**config.mk**
```make
export PLATFORM = sky130hd
export DESIGN_NAME = earliest_free_worker_scheduler
export DESIGN_NICKNAME = d
export VERILOG_FILES = /design/src/rtl/efws_pkg.sv /design/src/rtl/efws_ctrl.sv /design/src/rtl/efws_dp.sv /design/src/rtl/earliest_free_worker_scheduler.sv
export SDC_FILE = /design/constraint.sdc
export NUM_CORES = 1
export LEC_CHECK = 0
export BUFFER_PORTS_ARGS = -buffer_cell sky130_fd_sc_hd__buf_2
export CAP_MARGIN = 20
export CORE_UTILIZATION = 55
export CTS_CLUSTER_DIAMETER = 60
export DETAILED_ROUTE_END_ITERATION = 10
export PLACE_DENSITY = 0.74
export SYNTH_ARGS = -nofsm -noshare
export SYNTH_HDL_FRONTEND = slang
export SYNTH_SLANG_ARGS = --single-unit
```
**constraint.sdc**
```tcl
create_clock -name i_clk -period 8.4 [get_ports i_clk]
set_input_delay 0.42 -clock i_clk [delete_from_list [all_inputs] [get_ports i_clk]]
set_output_delay 0.42 -clock i_clk [all_outputs]
set_load 0.1 [all_outputs]
```
**src/rtl/efws_pkg.sv**
```systemverilog
// Package for the earliest-free-worker scheduler.
// Holds default parameters, field widths, register map and the controller/datapath structs.
// No dependencies.
`default_nettype none
package efws_pkg;

    localparam int DEF_MAX_WORKERS = 16;
    localparam int DEF_TIME_BITS   = 48;

    localparam int DUR_W   = 32;
    localparam int IDX_W   = 4;
    localparam int START_W = 48;
    localparam int ACT_W   = 5;
    localparam int APB_AW  = 3;
    localparam int APB_DW  = 32;

    // Word index of the worker-count register (paddr[2]).
    localparam logic REG_ACTIVE = 1'b0;

    localparam logic [ACT_W-1:0] ACTIVE_RESET = 5'd16;

    // Commands from the controller to the datapath.
    typedef struct packed {
        logic load;     // capture the job duration
        logic issue;    // read one worker's free time
        logic first;    // this read starts a new search
        logic update;   // write back the chosen worker and load the result
    } t_cmd;

    // Status from the datapath to the controller.
    typedef struct packed {
        logic out_hold; // result register is full and not taken this cycle
    } t_sts;

endpackage
`default_nettype wire

```
**src/rtl/efws_ctrl.sv**
```systemverilog
// Controller of the earliest-free-worker scheduler: state machine and scan counter.
// Depends on efws_pkg; drives the datapath through t_cmd and reads t_sts.
`default_nettype none
module efws_ctrl
    import efws_pkg::*;
#(
    parameter int USED  = 16,
    parameter int CNT_W = 5,
    parameter int AW    = 4
) (
    input  wire logic             i_clk,
    input  wire logic             i_rst_n,
    input  wire logic [ACT_W-1:0] i_active,
    input  wire logic             i_in_valid,
    output logic                  o_in_ready,
    input  wire t_sts             i_sts,
    output t_cmd                  o_cmd,
    output logic [AW-1:0]         o_rd_addr
);

    localparam logic [1:0] S_IDLE   = 2'd0;
    localparam logic [1:0] S_SCAN   = 2'd1;
    localparam logic [1:0] S_DRAIN  = 2'd2;
    localparam logic [1:0] S_UPDATE = 2'd3;

    logic [1:0]       r_state, n_state;
    logic [CNT_W-1:0] r_cnt, n_cnt;
    logic [CNT_W-1:0] count;
    logic             last;

    // A count of zero means one worker; above the storage depth it saturates.
    always_comb begin
        if (i_active == '0) begin
            count = CNT_W'(1);
        end else if (32'(i_active) > 32'(USED)) begin
            count = CNT_W'(USED);
        end else begin
            count = CNT_W'(i_active);
        end
    end

    assign last       = (r_cnt == count - CNT_W'(1));
    assign o_in_ready = (r_state == S_IDLE);
    assign o_rd_addr  = r_cnt[AW-1:0];

    always_comb begin
        n_state      = r_state;
        n_cnt        = r_cnt;
        o_cmd        = '0;
        unique case (r_state)
            S_IDLE: begin
                if (i_in_valid) begin
                    o_cmd.load = 1'b1;
                    n_cnt      = '0;
                    n_state    = S_SCAN;
                end
            end
            S_SCAN: begin
                o_cmd.issue = 1'b1;
                o_cmd.first = (r_cnt == '0);
                n_cnt       = r_cnt + CNT_W'(1);
                if (last) begin
                    n_state = S_DRAIN;
                end
            end
            S_DRAIN: begin
                n_state = S_UPDATE;
            end
            S_UPDATE: begin
                if (!i_sts.out_hold) begin
                    o_cmd.update = 1'b1;
                    n_state      = S_IDLE;
                end
            end
            default: begin
                n_state = S_IDLE;
            end
        endcase
    end

    always_ff @(posedge i_clk) begin
        if (!i_rst_n) begin
            r_state <= S_IDLE;
            r_cnt   <= '0;
        end else begin
            r_state <= n_state;
            r_cnt   <= n_cnt;
        end
    end

endmodule
`default_nettype wire

```
**src/rtl/efws_dp.sv**
```systemverilog
// Datapath of the earliest-free-worker scheduler: free-time memory, running minimum,
// saturating update and result register. Depends on efws_pkg.
`default_nettype none
module efws_dp
    import efws_pkg::*;
#(
    parameter int USED      = 16,
    parameter int AW        = 4,
    parameter int TIME_BITS = DEF_TIME_BITS
) (
    input  wire logic               i_clk,
    input  wire logic               i_rst_n,
    input  wire t_cmd               i_cmd,
    input  wire logic [AW-1:0]      i_rd_addr,
    input  wire logic [DUR_W-1:0]   i_job_duration,
    output t_sts                    o_sts,
    output logic                    o_out_valid,
    input  wire logic               i_out_ready,
    output logic [IDX_W-1:0]        o_worker_index,
    output logic [START_W-1:0]      o_start_time
);

    logic [TIME_BITS-1:0] r_mem [USED];
    logic [USED-1:0]      r_vld;

    logic [DUR_W-1:0]     r_dur;
    logic [TIME_BITS-1:0] r_rd_data;
    logic                 r_rd_ok;
    logic [AW-1:0]        r_rd_idx;
    logic                 r_cmp, r_cmp_first;
    logic [TIME_BITS-1:0] r_best;
    logic [AW-1:0]        r_best_idx;
    logic                 r_out_valid;
    logic [IDX_W-1:0]     r_out_idx;
    logic [START_W-1:0]   r_out_start;

    logic [TIME_BITS-1:0] rd_time;
    logic [TIME_BITS:0]   sum;
    logic [TIME_BITS-1:0] next_time;
    logic [63:0]          best_wide;
    logic [63:0]          idx_wide;

    // An entry never written since reset reads as time zero.
    assign rd_time   = r_rd_ok ? r_rd_data : '0;
    assign sum       = (TIME_BITS+1)'(r_best) + (TIME_BITS+1)'(r_dur);
    assign next_time = sum[TIME_BITS] ? '1 : sum[TIME_BITS-1:0];
    assign best_wide = 64'(r_best);
    assign idx_wide  = 64'(r_best_idx);

    always_ff @(posedge i_clk) begin
        if (i_cmd.issue) begin
            r_rd_data <= r_mem[i_rd_addr];
        end
        if (i_cmd.update) begin
            r_mem[r_best_idx] <= next_time;
        end
    end

    always_ff @(posedge i_clk) begin
        if (!i_rst_n) begin
            r_vld       <= '0;
            r_cmp       <= 1'b0;
            r_out_valid <= 1'b0;
        end else begin
            r_cmp <= i_cmd.issue;
            if (i_cmd.update) begin
                r_vld[r_best_idx] <= 1'b1;
            end
            if (i_cmd.update) begin
                r_out_valid <= 1'b1;
            end else if (i_out_ready) begin
                r_out_valid <= 1'b0;
            end
        end
    end

    always_ff @(posedge i_clk) begin
        if (i_cmd.load) begin
            r_dur <= i_job_duration;
        end
        if (i_cmd.issue) begin
            r_rd_ok     <= r_vld[i_rd_addr];
            r_rd_idx    <= i_rd_addr;
            r_cmp_first <= i_cmd.first;
        end
        // Strictly less keeps the lowest index among equal free times.
        if (r_cmp && (r_cmp_first || rd_time < r_best)) begin
            r_best     <= rd_time;
            r_best_idx <= r_rd_idx;
        end
        if (i_cmd.update) begin
            r_out_idx   <= idx_wide[IDX_W-1:0];
            r_out_start <= best_wide[START_W-1:0];
        end
    end

    assign o_sts.out_hold = r_out_valid && !i_out_ready;
    assign o_out_valid    = r_out_valid;
    assign o_worker_index = r_out_idx;
    assign o_start_time   = r_out_start;

endmodule
`default_nettype wire

```
**src/rtl/earliest_free_worker_scheduler.sv**
```systemverilog
// Top level of the earliest-free-worker scheduler: register port and the two blocks.
// Depends on efws_pkg, efws_ctrl and efws_dp.
//
//  channel   direction  handshake                  payload
//  input     in         i_in_valid / o_in_ready    i_job_duration [31:0]
//  output    out        o_out_valid / i_out_ready  o_worker_index [3:0], o_start_time [47:0]
//  config    in         psel/penable/pwrite        paddr [2:0], pwdata, prdata; pready = 1
//
// The free-time memory has one read port, so the minimum search reads one worker per
// cycle over the effective worker count; a drain state then finishes the compare and an
// update state writes the worker back and loads the result register.
// Reset is synchronous; free times read as zero until a worker is first chosen.
// A full result register stalls only the final write-back step; a new item may be
// accepted and searched while the previous result waits.
`default_nettype none
module earliest_free_worker_scheduler
    import efws_pkg::*;
#(
    parameter int MAX_WORKERS = DEF_MAX_WORKERS,
    parameter int TIME_BITS   = DEF_TIME_BITS
) (
    input  wire logic               i_clk,
    input  wire logic               i_rst_n,
    input  wire logic               psel,
    input  wire logic               penable,
    input  wire logic               pwrite,
    input  wire logic [APB_AW-1:0]  paddr,
    input  wire logic [APB_DW-1:0]  pwdata,
    output logic [APB_DW-1:0]       prdata,
    output logic                    pready,
    input  wire logic               i_in_valid,
    output logic                    o_in_ready,
    input  wire logic [DUR_W-1:0]   i_job_duration,
    output logic                    o_out_valid,
    input  wire logic               i_out_ready,
    output logic [IDX_W-1:0]        o_worker_index,
    output logic [START_W-1:0]      o_start_time
);

    // The count register reaches 31 at most, so no more workers are ever used.
    localparam int MAX_CNT = (1 << ACT_W) - 1;
    localparam int USED    = (MAX_WORKERS < MAX_CNT) ? MAX_WORKERS : MAX_CNT;
    localparam int CNT_W   = $clog2(USED + 1);
    localparam int AW      = (USED > 1) ? $clog2(USED) : 1;

    logic [ACT_W-1:0] r_active;
    t_cmd             cmd;
    t_sts             sts;
    logic [AW-1:0]    rd_addr;

    always_ff @(posedge i_clk) begin
        if (!i_rst_n) begin
            r_active <= ACTIVE_RESET;
        end else if (psel && penable && pwrite && paddr[2] == REG_ACTIVE) begin
            r_active <= pwdata[ACT_W-1:0];
        end
    end

    assign pready = 1'b1;
    assign prdata = (paddr[2] == REG_ACTIVE) ? APB_DW'(r_active) : '0;

    efws_ctrl #(
        .USED  (USED),
        .CNT_W (CNT_W),
        .AW    (AW)
    ) u_ctrl (
        .i_clk      (i_clk),
        .i_rst_n    (i_rst_n),
        .i_active   (r_active),
        .i_in_valid (i_in_valid),
        .o_in_ready (o_in_ready),
        .i_sts      (sts),
        .o_cmd      (cmd),
        .o_rd_addr  (rd_addr)
    );

    efws_dp #(
        .USED      (USED),
        .AW        (AW),
        .TIME_BITS (TIME_BITS)
    ) u_dp (
        .i_clk          (i_clk),
        .i_rst_n        (i_rst_n),
        .i_cmd          (cmd),
        .i_rd_addr      (rd_addr),
        .i_job_duration (i_job_duration),
        .o_sts          (sts),
        .o_out_valid    (o_out_valid),
        .i_out_ready    (i_out_ready),
        .o_worker_index (o_worker_index),
        .o_start_time   (o_start_time)
    );

endmodule
`default_nettype wire
```
==> impl_metrics.toml <==
[cells_and_area]
postLayoutCellArea_um2 = 45000
diodes = 0
drive_gt1_frac = 0.248
fin_cells = 3209
utilization = 0.629
layout.nets = 2335
area_growth_syn_to_layout_pct = 13.1

[yosys]
synth_most_common_cell = "edfxtp_1"
synth_top_area_frac = 0.723
synth-edff-count = 958
ys_seq_elements = 988
netlist_area_um2 = 39800
yosys_warnings = 0
synth_area_leaders = "edfxtp_1 72%, mux4_2 14%, ha_1 2.7%"
synth-seq-area-share = 0.738
async_flop_share = 0
yosys-top-cells-count = "958 x edfxtp_1, 245 x mux4_2, 86 x ha_1"
syn_area_per_cell_um2 = 20.1
synth.largest_area_cell = "edfxtp_1"
synth_cells = 1982
synth_cell_types = 67
dominantRegCellSynth = "edfxtp_1"

[detailed_routing]
wl_per_cell_um = 27.1
route.detailed.drc = 0
drt_first_pass_iters = 5
route.vias.total = 19700
avgViaCountPerCell = 6.14
drtIter0Drc = 2129
antenna_left = 0
wirelength_mm = 86.9

[critical_path]
cp.arrival_ns = 5.26
crit_path_cell_trace = "ha_1 > a211oi_1 > o211ai_1 > a211oi_1 > o31ai_1 > a211oi_2 > o21a_1 > nor3_1 > mux2i_1"
critPathRequiredTime_ns = 8.72
crit_slowest_cell = "mux2i_1"
crit_fanout = 16
r2r_end = "u_dp.r_mem[8][47]"
criticalPathCategory = "reg2reg"
timing.rr.start = "u_dp.r_best[1]"
rrSetupSlack_ns = 3.46
cpMostUsedCell = "a211oi_1"
critPathLaunchType = "register"
max_stage_delay_ns = 0.84
cp_top_family = "compound AO/OA/AOI/OAI gates"
rr_worst_depth = 9
worst-path-buf-inv = 0
critPathCaptureType = "register"

[floorplanning]
start_util = 0.557
num_rows = 98
ios = 161
die_w_um = 271
die_area_um2 = 73400
coreArea_um2 = 71500
die_h_um = 271

[min_path]
min_path_type = "in2reg"
holdPathStages = 3
min_from = "pwdata[0]"
min_to = "r_active[0]"

[sta]
rsz0062_at_grt = "false"
final.min_clock_period_ns = 4.94
hold_viol_final = 0
setup_viol_count_final = 0
relSlewSlack = 0.261
fin_skew_ns = 0.0349
fmax_mhz = 202
finalMaxSlewViolations = 0
period_share = 0.588
fin_tns_setup_ns = 0
tightestPinTransition_ns = 1.08

[power_and_ir_drop]
p_per_area_nw_per_um2 = 329
p_leak_uw = 0.0149
ir_drop_mv = 0.184
finalPower_uw = 14800

[placement]
dp_hpwl_mm = 44.6
place_inst = 2987
gp_congestion = 0.828
numPortBuffers = 103
place_area_um2 = 41400

[clock_tree]
cts.sinks = 988
htreeDepth = 3
cts_buffers = 99
cts_tree = "done"
clkLatencyLatePin_ns = 0.67
clk_path_buf_depth = 3
clkTransAtPathRegs_ns = 0.06
cts-root-buf = "clkbuf_16"

[global_route]
grt_pass1_wl_mm = 129
antenna_found_initial = 1
grt_use_total = 0.241
grt_overflow_total = 0
grt_pass1_vias = 20500
grt_start_max_net_pins = 154

[job]
maxCapViolCount = 0

[status]
status = "finished, final reports clean"
-- stage by stage --
stage               worst slack, ns  hold WS [ns]
floorplan                     0.566         0.400
global placement               3.43         0.402
detailed placement             3.54         0.413
CTS                            3.54      0.000316
global route                   3.29        0.0318
finish                         3.46        0.0304
-- worst max path at each step --
stage | start | to | slack, ns | cells past startpoint
final | u_dp.r_best[1] | u_dp.r_mem[8][47] | 3.46 | 9
after global routing | u_dp.r_best[1] | u_dp.r_mem[8][47] | 3.29 | 9
after CTS | u_dp.r_best[1] | u_dp.r_mem[0][47] | 3.54 | 9
after detailed placement | u_dp.r_best[1] | u_dp.r_mem[1][47] | 3.54 | 9
after global placement | u_dp.r_best[0] | u_dp.r_mem[14][35] | 3.43 | 9
after floorplan | u_dp.o_out_valid | u_dp.r_mem[0][0] | 0.57 | 4
-- tightest hold or removal path, cell delays in order --
cell	delay [ns]
buf_2	0.08
mux2i_1	0.05
nor2_1	0.08
-- cells by family (layout without fill, tap and decap cells) --
family | after synthesis | count (layout) | share of synthesized area
adder cells (fa/ha/maj) | 87 | 87 | 0.0275
AO/OA/AOI/OAI | 175 | 175 | 0.0290
multiplexers | 264 | 264 | 0.144
buffers and inverters | 165 | 416 | 0.0191
flip-flops | 988 | 988 | 0.738
XOR/XNOR | 37 | 37 | 0.00814
other | 2 | 28 | 0.000189
AND/OR/NAND/NOR | 264 | 264 | 0.0343
-- flip-flops by register name, summed over array words and instances (netlist names) --
| signal | cells |
|---|---|
| r_active | 5 |
| u_ctrl.r_cnt | 5 |
| u_ctrl.r_state | 2 |
| u_dp.o_out_valid | 1 |
| u_dp.o_start_time | 48 |
| u_dp.o_worker_index | 4 |
| u_dp.r_best | 48 |
| u_dp.r_best_idx | 4 |
| u_dp.r_cmp | 1 |
| u_dp.r_cmp_first | 1 |
| u_dp.r_dur | 32 |
| u_dp.r_mem | 768 |
| u_dp.r_rd_data | 48 |
| u_dp.r_rd_idx | 4 |
| u_dp.r_rd_ok | 1 |
| u_dp.r_vld | 16 |
-- where the power goes --
part           internal (uW)  total (uW)  switching (uW)
combinational           1060        3450            2380
sequential              6830        7030             203
clock                   2460        4330            1870
-- layout make-up --
type,instances,area (um^2)
repair buffers,169,1120
fillers,4775,26500
multi-input cells,855,9890
clock inverters,64,609
inverters,61,230
flip-flops and latches,988,29400
well taps,950,1190
clock buffers,122,2580
-- timing repair --
action | in CTS | in global routing
hold endpoints to repair | 33 | 0
resized for setup | 0 | 0
setup buffers | 0 | 0
hold buffers | 33 | 0
-- layer usage --
metal	vias up	part of all wire	global-route usage
met2	882	0.51	0.404
met4	0	0.026	0.0782
li1	8411	-	-
met3	147	0.072	0.0392
met1	10300	0.40	0.323
met5	-	0	0
-- cell usage in the layout (no fill, tap or decap), types with 30 or more instances in the layout --
master / n
edfxtp_1: 958
mux4_2: 245
buf_2: 104
clkbuf_16: 99
ha_1: 85
nand2_1: 73
inv_1: 59
and2_1: 50
a21oi_1: 48
a21o_1: 34
dlygate4sd3_1: 33
buf_4: 30
Note: power is estimated with default switching activity, not from simulation.
